<file path="src/sv/snfs_pkg.sv">
package snfs_pkg;

  // result status codes
  typedef enum logic [1:0] {
    ST_PUSHED = 2'd0,
    ST_FULL   = 2'd1,
    ST_POPPED = 2'd2,
    ST_EMPTY  = 2'd3
  } status_e;

  // operation codes
  localparam logic OP_PUSH = 1'b0;
  localparam logic OP_POP  = 1'b1;

  localparam int unsigned ValueW   = 32;
  localparam int unsigned SlotOutW = 3;

  // controller to datapath
  typedef struct packed {
    logic do_push;
    logic reject_full;
    logic reject_empty;
    logic pop_start;
    logic pop_read_value;
    logic pop_finish;
  } dp_cmd_t;

  // datapath to controller
  typedef struct packed {
    logic full;
    logic empty;
    logic out_free;
  } dp_status_t;

endpackage

</file>
<file path="src/sv/snfs_ctrl.sv">
module snfs_ctrl (
  input  logic                 clk_i,
  input  logic                 rst_ni,
  input  logic                 in_valid_i,
  input  logic                 opcode_i,
  input  snfs_pkg::dp_status_t sts_i,
  output logic                 in_stall_o,
  output snfs_pkg::dp_cmd_t    cmd_o
);
  import snfs_pkg::*;

  typedef enum logic [1:0] {
    S_IDLE,
    S_POP_SLOT,
    S_POP_DONE
  } state_e;

  state_e state_q, state_d;
  logic   accept;

  always_comb begin
    in_stall_o = (state_q != S_IDLE) || !sts_i.out_free;
    accept     = in_valid_i && !in_stall_o;
    cmd_o      = '0;
    state_d    = state_q;
    case (state_q)
      S_IDLE: begin
        if (accept) begin
          if (opcode_i == OP_PUSH) begin
            if (sts_i.full) begin
              cmd_o.reject_full = 1'b1;
            end else begin
              cmd_o.do_push = 1'b1;
            end
          end else if (sts_i.empty) begin
            cmd_o.reject_empty = 1'b1;
          end else begin
            cmd_o.pop_start = 1'b1;
            state_d         = S_POP_SLOT;
          end
        end
      end
      S_POP_SLOT: begin
        cmd_o.pop_read_value = 1'b1;
        state_d              = S_POP_DONE;
      end
      S_POP_DONE: begin
        if (sts_i.out_free) begin
          cmd_o.pop_finish = 1'b1;
          state_d          = S_IDLE;
        end
      end
      default: begin
        state_d = S_IDLE;
      end
    endcase
  end

  always_ff @(posedge clk_i or negedge rst_ni) begin
    if (!rst_ni) begin
      state_q <= S_IDLE;
    end else begin
      state_q <= state_d;
    end
  end

endmodule

</file>
<file path="src/sv/snfs_datapath.sv">
module snfs_datapath #(
  parameter int unsigned POOL_SLOTS = 5
) (
  input  logic                                  clk_i,
  input  logic                                  rst_ni,
  input  logic signed [snfs_pkg::ValueW-1:0]    push_value_i,
  input  snfs_pkg::dp_cmd_t                     cmd_i,
  output snfs_pkg::dp_status_t                  sts_o,
  output logic                                  out_valid_o,
  input  logic                                  out_stall_i,
  output logic [1:0]                            status_o,
  output logic signed [snfs_pkg::ValueW-1:0]    popped_value_o,
  output logic [snfs_pkg::SlotOutW-1:0]         slot_index_o
);
  import snfs_pkg::*;

  localparam int unsigned IdxW = $clog2(POOL_SLOTS);
  localparam int unsigned CntW = $clog2(POOL_SLOTS + 1);

  logic [POOL_SLOTS-1:0] in_use_q;
  logic [IdxW-1:0]       ptr_q;
  logic [CntW-1:0]       depth_q;

  logic signed [ValueW-1:0] value_mem [POOL_SLOTS];
  logic [IdxW-1:0]          order_mem [POOL_SLOTS];
  logic [IdxW-1:0]          order_rd_q;
  logic signed [ValueW-1:0] value_rd_q;

  logic                     out_valid_q;
  status_e                  status_q;
  logic signed [ValueW-1:0] value_q;
  logic [SlotOutW-1:0]      slot_q;

  logic [POOL_SLOTS-1:0] free_vec, free_hi;
  logic [IdxW-1:0]       pick_hi, pick_all, free_slot;
  logic [CntW-1:0]       depth_dec;
  logic [IdxW-1:0]       top_idx, push_idx;
  logic [IdxW+SlotOutW-1:0] push_slot_ext, pop_slot_ext;
  logic                  out_free, out_load;

  // next-fit search: first free slot at or after the pointer, else the lowest free one
  always_comb begin
    free_vec = ~in_use_q;
    for (int i = 0; i < POOL_SLOTS; i++) begin
      free_hi[i] = free_vec[i] && (IdxW'(i) >= ptr_q);
    end
    pick_hi  = '0;
    pick_all = '0;
    for (int i = POOL_SLOTS - 1; i >= 0; i--) begin
      if (free_hi[i]) pick_hi = IdxW'(i);
      if (free_vec[i]) pick_all = IdxW'(i);
    end
    free_slot = (|free_hi) ? pick_hi : pick_all;
  end

  assign depth_dec     = depth_q - CntW'(1);
  assign top_idx       = depth_dec[IdxW-1:0];
  assign push_idx      = depth_q[IdxW-1:0];
  assign push_slot_ext = (IdxW + SlotOutW)'(free_slot);
  assign pop_slot_ext  = (IdxW + SlotOutW)'(order_rd_q);

  assign sts_o.full     = (depth_q == CntW'(POOL_SLOTS));
  assign sts_o.empty    = (depth_q == '0);
  assign out_free       = !out_valid_q || !out_stall_i;
  assign sts_o.out_free = out_free;
  assign out_load       = cmd_i.do_push || cmd_i.reject_full || cmd_i.reject_empty ||
                          cmd_i.pop_finish;

  always_ff @(posedge clk_i or negedge rst_ni) begin
    if (!rst_ni) begin
      in_use_q <= '0;
      ptr_q    <= '0;
      depth_q  <= '0;
    end else begin
      if (cmd_i.do_push) begin
        in_use_q[free_slot] <= 1'b1;
        ptr_q               <= free_slot;
        depth_q             <= depth_q + CntW'(1);
      end
      if (cmd_i.pop_start) begin
        depth_q <= depth_dec;
      end
      if (cmd_i.pop_read_value) begin
        in_use_q[order_rd_q] <= 1'b0;
      end
    end
  end

  // slot value and stack order memories
  always_ff @(posedge clk_i) begin
    if (cmd_i.do_push) begin
      value_mem[free_slot] <= push_value_i;
      order_mem[push_idx]  <= free_slot;
    end
    if (cmd_i.pop_start) begin
      order_rd_q <= order_mem[top_idx];
    end
    if (cmd_i.pop_read_value) begin
      value_rd_q <= value_mem[order_rd_q];
    end
  end

  // output register
  always_ff @(posedge clk_i or negedge rst_ni) begin
    if (!rst_ni) begin
      out_valid_q <= 1'b0;
    end else if (out_load) begin
      out_valid_q <= 1'b1;
    end else if (!out_stall_i) begin
      out_valid_q <= 1'b0;
    end
  end

  always_ff @(posedge clk_i) begin
    if (out_load) begin
      if (cmd_i.do_push) begin
        status_q <= ST_PUSHED;
        value_q  <= '0;
        slot_q   <= push_slot_ext[SlotOutW-1:0];
      end else if (cmd_i.pop_finish) begin
        status_q <= ST_POPPED;
        value_q  <= value_rd_q;
        slot_q   <= pop_slot_ext[SlotOutW-1:0];
      end else if (cmd_i.reject_full) begin
        status_q <= ST_FULL;
        value_q  <= '0;
        slot_q   <= '0;
      end else begin
        status_q <= ST_EMPTY;
        value_q  <= '0;
        slot_q   <= '0;
      end
    end
  end

  assign out_valid_o    = out_valid_q;
  assign status_o       = status_q;
  assign popped_value_o = value_q;
  assign slot_index_o   = slot_q;

endmodule

</file>
<file path="src/sv/stack_with_next_fit_slot_pool_core.sv">
// LIFO stack of signed 32-bit scores kept in a pool of POOL_SLOTS slots. A push
// takes the first free slot found by a rotating pointer that starts at the slot
// taken last and wraps round the pool; the result carries that slot number. A pop
// frees the top slot and returns its value and slot number. Push on a full stack
// and pop on an empty one are refused with status full / empty and zero fields.
// Slot numbers wider than three bits are shown masked to their low three bits.
// A push, or any refused transaction, has its result in the output register on
// the next edge. A successful pop runs through two dependent registered memory
// reads: the stack order memory gives the top slot number, which then addresses
// the slot value memory; the result then waits for a free output register. One
// transaction is in flight at a time; input stall is also raised while a result
// waits in the output register and the downstream side stalls. The memories need
// no clearing after reset, as every entry is written before it is read.
module stack_with_next_fit_slot_pool_core #(
  parameter int unsigned POOL_SLOTS = 5
) (
  input  logic                                clk_i,
  input  logic                                rst_ni,
  // input channel
  input  logic                                in_valid_i,
  output logic                                in_stall_o,
  input  logic                                opcode_i,
  input  logic signed [snfs_pkg::ValueW-1:0]  push_value_i,
  // result channel
  output logic                                out_valid_o,
  input  logic                                out_stall_i,
  output logic [1:0]                          status_o,
  output logic signed [snfs_pkg::ValueW-1:0]  popped_value_o,
  output logic [snfs_pkg::SlotOutW-1:0]       slot_index_o
);
  import snfs_pkg::*;

  dp_cmd_t    cmd;
  dp_status_t sts;

  // sequencer: decodes each transaction and steps a pop through its reads
  snfs_ctrl u_ctrl (
    .clk_i      (clk_i),
    .rst_ni     (rst_ni),
    .in_valid_i (in_valid_i),
    .opcode_i   (opcode_i),
    .sts_i      (sts),
    .in_stall_o (in_stall_o),
    .cmd_o      (cmd)
  );

  // slot pool, used marks, search pointer, depth and output register
  snfs_datapath #(
    .POOL_SLOTS (POOL_SLOTS)
  ) u_datapath (
    .clk_i          (clk_i),
    .rst_ni         (rst_ni),
    .push_value_i   (push_value_i),
    .cmd_i          (cmd),
    .sts_o          (sts),
    .out_valid_o    (out_valid_o),
    .out_stall_i    (out_stall_i),
    .status_o       (status_o),
    .popped_value_o (popped_value_o),
    .slot_index_o   (slot_index_o)
  );

endmodule

</file>
<file path="config.mk">
export PLATFORM = sky130hd
export DESIGN_NAME = stack_with_next_fit_slot_pool_core
export DESIGN_NICKNAME = d
export VERILOG_FILES = /design/src/sv/snfs_pkg.sv /design/src/sv/snfs_ctrl.sv /design/src/sv/snfs_datapath.sv /design/src/sv/stack_with_next_fit_slot_pool_core.sv
export SDC_FILE = /design/constraint.sdc
export NUM_CORES = 1
export LEC_CHECK = 0
export BUFFER_PORTS_ARGS = -buffer_cell sky130_fd_sc_hd__buf_2
export CORE_ASPECT_RATIO = 1.2
export CORE_MARGIN = 4
export CORE_UTILIZATION = 30
export CTS_CLUSTER_DIAMETER = 50
export CTS_CLUSTER_SIZE = 16
export DETAILED_ROUTE_END_ITERATION = 10
export GPL_TIMING_DRIVEN = 1
export PLACE_DENSITY = 0.47
export SKIP_LAST_GASP = 1
export SYNTH_ARGS = -nofsm -noshare
export SYNTH_HDL_FRONTEND = slang
export SYNTH_SLANG_ARGS = --single-unit
</file>
<file path="constraint.sdc">
create_clock -name clk_i -period 3.3 [get_ports clk_i]
set_input_delay 0.66 -clock clk_i [delete_from_list [all_inputs] [get_ports clk_i]]
set_output_delay 0.66 -clock clk_i [all_outputs]
set_load 0.005 [all_outputs]
</file>
==> impl_metrics.py, run 1 <==
metrics = {
    "setup_path": {
        "critPathRequiredTime_ns": 3.47,
        "critPathCaptureType": "flop",
        "critPathArrivalTime_ns": 2.79,
        "critPathLaunchType": "flop",
        "critPathKind": "reg2reg",
        "ff2ff_path_depth": 8,
        "r2r_setup_slack_ns": 0.68,
        "path_max_fanout": 32,
    },
    "drt": {
        "avgRoutedWirePerCell_um": 20.77,
        "postRouteAntennaNets": 0,
        "firstDrtPassIters": 4,
        "vias_per_cell": 4.783,
        "drc": 0,
        "routed_wirelength_um": 20840,
        "first_iter_violations": 212,
        "num_vias": 4797,
    },
    "timing": {
        "rsz0062_at_grt": "false",
        "skew_ns": 0.01344,
        "fin_setup_tns_ns": 0,
        "hold_viol": 0,
        "fmax_mhz": 381.3,
        "drv_slew": 0,
        "maxSlewHeadroom": 0.3724,
        "finalSetupViolCount": 0,
        "fin_crit_sh": 0.7948,
        "tightest_slew_ns": 0.9400,
        "timing.final.crit_period_ns": 2.623,
    },
    "logic_synthesis": {
        "synth_warnings": 0,
        "netlist_area_um2": 9935,
        "ys_ff_latch": 261,
        "syn_inst": 483,
        "syn_nets": 524,
        "ys.flop_type": "edfxtp_1",
        "ys_seq_area_frac": 0.7819,
        "syn_avg_cell_area_um2": 20.57,
        "synth_edf_count": 247,
        "yosysUniqueCellTypes": 49,
        "async_flop_share": 0.05364,
    },
    "finish": {
        "layout.nets": 619,
        "fillers": 3023,
        "syn_to_final_growth_pct": 18.56,
        "n_antenna_cell": 0,
        "final_cell_mix": "247 x edfxtp_1, 75 x buf_2, 35 x mux4_2, 35 x mux2_2, 32 x and3_1",
        "drive_above_1_share": 0.3775,
        "layout_commonest_cell": "edfxtp_1",
    },
    "floorplan": {
        "io-pin-count": 76,
        "fp.dieArea_um2": 36100,
        "die_w_um": 174.1,
        "coreArea_um2": 32430,
        "die_y_um": 207.3,
        "rows": 72,
        "initial_core_util": 0.3063,
    },
    "clocking": {
        "cts_max_level": 1,
        "cts_tree": "done",
        "clk_path_buf_depth": 3,
        "cts_sinks": 261,
        "cts_buffers": 26,
        "cts-resized-gates": 0,
        "clkSlewWorstSetupHoldPaths_ns": 0.07,
        "post_cts_buffers": 0,
        "clock_latency_ns": 0.54,
        "hold_buffers": 0,
        "clock_tree.root_cell": "clkbuf_16",
    },
    "pwr": {
        "pwr-share-comb": 0.196,
        "p_clk_frac": 0.327,
        "switchingPower_mw": 2.630,
        "ir_worst_vdd_uv": 297.3,
        "power_frac_seq": 0.477,
        "power.density_nw_per_um2": 796.0,
        "p_sw_frac": 0.2805,
        "leakagePower_nw": 4.087,
        "p_int_mw": 6.746,
        "p_total_mw": 9.376,
    },
    "placed_design": {
        "portBuffers": 75,
        "hpwl_um": 12440,
        "gp_congestion": 0.7794,
    },
    "global_routing": {
        "first_global_vias": 5224,
        "grt_pass1_wl_um": 32080,
        "grt_usage": 0.1152,
        "grt_overflow": 0,
        "grt_max_degree": 38,
        "grt_antenna_before_repair": 2,
    },
    "job": {
        "maxCapViolations": 0,
    },
    "hold_path": {
        "hold_class": "in2async",
    },
    "run_status": {
        "status": "complete, no violations",
    },
}
==> metal layers <==
metal  up-vias  global-route usage  share of wire
li1       2141                   -              -
met1      2496              0.1426           0.42
met2       109              0.1994           0.50
met3        47             0.02459          0.050
met4         4             0.04179          0.028
met5         -                   0         0.0010
==> layout make-up <==
type	instances	area (um2)	share of cell area
clock buffers	27	675.6	0.05736
clock inverters	19	222.7	0.01891
inverters	13	48.80	0.004143
multi-input cells	188	2044	0.1736
flip-flops and latches	261	7767	0.6594
well taps	407	509.2	0.04323
repair buffers	88	510.5	0.04334
==> sequential cells by signal (all words and copies together) (netlist names) <==
register and flops:
u_datapath.out_valid_o 1, u_datapath.value_rd_q 32, u_datapath.slot_index_o 3, u_datapath.ptr_q 3, u_datapath.order_mem 15, u_datapath.order_rd_q 3
u_datapath.depth_q 3, u_ctrl.state_q 2, u_datapath.in_use_q 5, u_datapath.status_o 2, u_datapath.popped_value_o 32, u_datapath.value_mem 160
==> cell usage after synthesis, drive strengths merged (2+ instances only) <==
master,instances,area (um2)
o21a,2,22.52
nor2b,2,15.02
edfxtp,247,7417
a32oi,2,17.52
nand2,13,48.80
buf,7,52.54
nor3,3,31.28
a211oi,2,20.02
mux4,35,788.3
o21ai,9,45.04
a31oi,2,12.51
xnor2,3,26.28
dfrtp,14,350.3
nor2,7,26.28
nor4,4,25.02
and3,32,200.2
mux2,35,394.1
ha,4,50.05
inv,13,48.79
nand2b,4,25.02
clkbuf,14,52.55
a21oi,8,51.30
and2,3,18.77
a21o,4,32.53
==> critical path, stage by stage, from the launching register on <==
cell      delay (ns)
dfrtp_1         0.46
inv_1           0.15
ha_1            0.24
nand2_1         0.07
nand3_1         0.26
a211oi_2        0.40
inv_2           0.11
nor2_4          0.11
buf_4           0.44
==> stage by stage <==
step                  util  cells  setup slack [ns]  hold WS, ns  cell area [um2]
finish              0.3632   1003            0.6771      0.03328            11780
detailed placement  0.3355    957            0.5798       0.5311            10880
floorplan                -    483          0.001102       0.3644             9937
CTS                 0.3632   1003            0.6538      0.02664            11780
global route        0.3632   1003            0.5147      0.04264            11780
global placement    0.3355    957            0.6460       0.5300            10880
==> path summary, 6_finish.rpt <==
kind / startpoint / endpoint
max reg2reg: u_datapath.depth_q[1] / u_datapath.value_mem[2][9]
max: u_datapath.depth_q[1] / u_datapath.value_mem[2][9]
min: rst_ni / u_ctrl.state_q[1]
min reg2reg: u_datapath.value_mem[4][7] / u_datapath.value_rd_q[7]
max in group asynchronous: rst_ni / u_datapath.ptr_q[2]
min in group clk_i: push_value_i[25] / u_datapath.value_mem[3][25]
==> power by group through the flow <==
stage                     sequential [mW]  clock, mW  combinational, mW
after global placement               4.51          0               1.84
after global routing                 4.51       3.30               2.01
after floorplan                      4.47          0               1.24
after detailed placement             4.54          0               1.89
after CTS                            4.47       3.16               1.90
final                                4.47       3.07               1.84
==> cell families after synthesis <==
family	share of synthesized area
AND/OR/NAND/NOR	0.04408
adder cells (fa/ha/maj)	0.005038
buffers and inverters	0.01549
AO/OA/AOI/OAI	0.03186
multiplexers	0.1190
flip-flops	0.7819
XOR/XNOR	0.002645
Power figures use the tool's default switching activity.
==> run 2, diff against run 1 <==
--- a/config.mk
+++ b/config.mk
@@ -5,6 +5,7 @@
 export SDC_FILE = /design/constraint.sdc
 export NUM_CORES = 1
 export LEC_CHECK = 0
+export ABC_AREA = 1
 export BUFFER_PORTS_ARGS = -buffer_cell sky130_fd_sc_hd__buf_2
 export CORE_ASPECT_RATIO = 1.2
 export CORE_MARGIN = 4
==> constraint.sdc (replaced) <==
create_clock -name clk_i -period 2.4 [get_ports clk_i]
set_input_delay 0.48 -clock clk_i [delete_from_list [all_inputs] [get_ports clk_i]]
set_output_delay 0.48 -clock clk_i [all_outputs]
set_load 0.005 [all_outputs]
==> impl_metrics.py, run 2 <==
metrics = {
    "run_status": {
        "status": "complete, no violations",
    },
    "timing": {
        "maxSlewHeadroom": 0.5903,
        "hold_viol": 0,
        "whs_ns": 0.1816,
        "skew_ns": 0.01396,
        "tightest_slew_ns": 0.6089,
        "fmax_mhz": 501.7,
        "worst_slack_ns": 0.4068,
        "timing.final.crit_period_ns": 1.993,
        "fin_crit_sh": 0.8305,
        "fin_setup_tns_ns": 0,
        "finalSetupViolCount": 0,
        "rsz0062_at_grt": "false",
        "drv_slew": 0,
    },
    "logic_synthesis": {
        "ys.flop_type": "edfxtp_1",
        "synth_edf_count": 247,
        "synth_largest_area_cell": "edfxtp_1",
        "netlist_area_um2": 9933,
        "synthTopCellsByCount": "247 x edfxtp_1, 121 x nor2_1, 72 x nand2_1, 72 x o21ai_0, 59 x inv_1",
        "synth_warnings": 0,
        "yosysMostFrequentCell": "edfxtp_1",
        "yosysTopAreaCellShare": 0.7467,
        "ys_ff_latch": 261,
        "yosysUniqueCellTypes": 31,
        "syn_inst": 709,
        "synth.area.top_cells": "edfxtp_1 75%, nor2_1 4.6%, o21ai_0 3.6%",
        "ys_seq_area_frac": 0.7820,
        "async_flop_share": 0.05364,
        "syn_nets": 750,
        "syn_avg_cell_area_um2": 14.01,
    },
    "setup_path": {
        "critPathTopFamily": "simple AND/OR/NAND/NOR gates",
        "critPathArrivalTime_ns": 2.16,
        "critPathCaptureType": "flop",
        "critPathSlowestCell": "nor4_1",
        "path_max_fanout": 10,
        "cpMostUsedCell": "inv_1",
        "critPathKind": "reg2reg",
        "path_depth": 7,
        "path_cells": "inv_1 > ha_1 > inv_1 > o21bai_2 > nor2_8 > inv_4 > nor4_1",
        "critPathLaunchType": "flop",
        "ff2ff_path_depth": 7,
        "cpPeakStageDelay_ns": 0.48,
        "cp_num_buf_inv": 3,
        "critPathRequiredTime_ns": 2.57,
    },
    "floorplan": {
        "coreArea_um2": 32430,
        "initial_core_util": 0.3063,
        "die_y_um": 207.3,
        "io-pin-count": 76,
        "fp.dieArea_um2": 36100,
        "die_w_um": 174.1,
        "rows": 72,
    },
    "placed_design": {
        "hpwl_um": 13350,
        "portBuffers": 75,
        "dp_cells": 1189,
        "dp_slack_ns": 0.2855,
        "gp_congestion": 0.7427,
        "placed_area_um2": 11050,
    },
    "global_routing": {
        "grt_max_degree": 42,
        "grt_pass1_wl_um": 34220,
        "grt_usage": 0.1196,
        "grt_overflow": 0,
        "grt_antenna_before_repair": 0,
        "first_global_vias": 5826,
    },
    "clocking": {
        "cts_tree": "done",
        "clkSlewWorstSetupHoldPaths_ns": 0.07,
        "cts_max_level": 1,
        "clock_latency_ns": 0.54,
        "clock_tree.root_cell": "clkbuf_16",
        "clk_path_buf_depth": 3,
        "cts_buffers": 29,
        "post_cts_buffers": 0,
        "cts_sinks": 261,
    },
    "finish": {
        "syn_to_final_growth_pct": 21.35,
        "fillers": 3112,
        "layout_commonest_cell": "edfxtp_1",
        "drive_above_1_share": 0.2225,
        "n_antenna_cell": 0,
        "stdcell_count": 1243,
        "fin_area_um2": 12050,
        "layout.nets": 855,
        "final_cell_mix": "247 x edfxtp_1, 120 x nor2_1, 75 x buf_2",
        "top_register": "u_datapath.value_mem",
        "largest_reg_flops": 160,
    },
    "drt": {
        "num_vias": 5650,
        "first_iter_violations": 383,
        "routed_wirelength_um": 21810,
        "postRouteAntennaNets": 0,
        "avgRoutedWirePerCell_um": 17.55,
        "vias_per_cell": 4.545,
        "drc": 0,
        "firstDrtPassIters": 4,
    },
    "pwr": {
        "ir_worst_vdd_uv": 536.5,
        "power.density_nw_per_um2": 1154,
        "leakagePower_nw": 4.401,
    },
    "job": {
        "maxCapViolations": 0,
    },
    "hold_path": {
        "hold_class": "in2reg",
        "whs_path_depth": 1,
    },
}
run 2: cell count changes after synthesis, moves of 5 or more:
cell | before | now
a21oi_1 | 5 | 0
nand2_1 | 13 | 72
nor2_2 | 0 | 11
nor2_1 | 7 | 121
o21ai_0 | 5 | 72
clkbuf_1 | 14 | 22
inv_1 | 12 | 59
and3_1 | 32 | 0
mux2_2 | 35 | 0
mux4_2 | 35 | 0
o221ai_1 | 0 | 32
run 2: final cells by class:
type	count	area [um2]	share of cell area
clock inverters	22	262.8	0.02180
clock buffers	31	733.2	0.06083
well taps	407	509.2	0.04225
inverters	66	250.2	0.02076
multi-input cells	354	1838	0.1525
flip-flops and latches	261	7767	0.6444
repair buffers	102	693.2	0.05750
run 2: cell families after synthesis:
family          after synthesis  share of synthesized area
flops                       261                     0.7820
simple gates                228                    0.09951
compound gates              120                    0.07520
buf+inv                      94                    0.03653
fa+ha+maj                     4                   0.005039
xor+xnor                      2                   0.001764
run 2: final timing paths:
kind | from | to | slack (ns)
worst max-delay path | u_datapath.depth_q[1] | u_datapath.order_mem[2][2] | 0.41
worst min-delay path | push_value_i[0] | u_datapath.value_mem[2][0] | 0.18
worst max register to register | u_datapath.depth_q[1] | u_datapath.order_mem[2][2] | 0.41
worst min register to register | u_datapath.value_mem[4][30] | u_datapath.value_rd_q[30] | 0.53
max in group asynchronous | rst_ni | u_ctrl.state_q[1] | 1.71
min in group asynchronous | rst_ni | u_datapath.ptr_q[2] | 0.39
run 2: power by group:
group          switching, mW  leakage (nW)  internal (mW)  total [mW]
combinational           2.08          1.49          0.977        3.05
clock                   1.92         0.476           2.61        4.53
sequential             0.285          2.43           6.03        6.32
total                   4.28          4.40           9.63        13.9
run 2: worst reg2reg max path: cells and delay by family (launching register included):
family                     cells  cell delay [ns]
DFF                            1             0.38
buffers and inverters          3             0.29
adders and majority gates      1             0.19
and+or+nand+nor                2             0.68
AOI/OAI and AO/OA              1             0.09
run 2: what timing repair did:
| item | in CTS | in global routing |
|---|---|---|
| hold endpoints to repair | 14 | 0 |
| setup endpoints to repair | 0 | 0 |
| gates resized for setup | 0 | 0 |
| hold buffers | 1 | 0 |
run 2: metrics by stage:
step           utilization  power [mW]
6_report            0.3717       13.91
3_3_place_gp        0.3407       9.576
5_1_grt             0.3717       14.70
4_1_cts             0.3717       14.15
3_5_place_dp        0.3407       9.557
2_1_floorplan            -       8.202
run 2: routing by layer:
metal / up-vias / wire length, um / global-route usage
li1: 2751 / - / -
met1: 2774 / 9722 / 0.1534
met2: 90 / 10910 / 0.2119
met3: 35 / 745 / 0.01821
met4: 0 / 436 / 0.03141
met5: - / 0 / 0
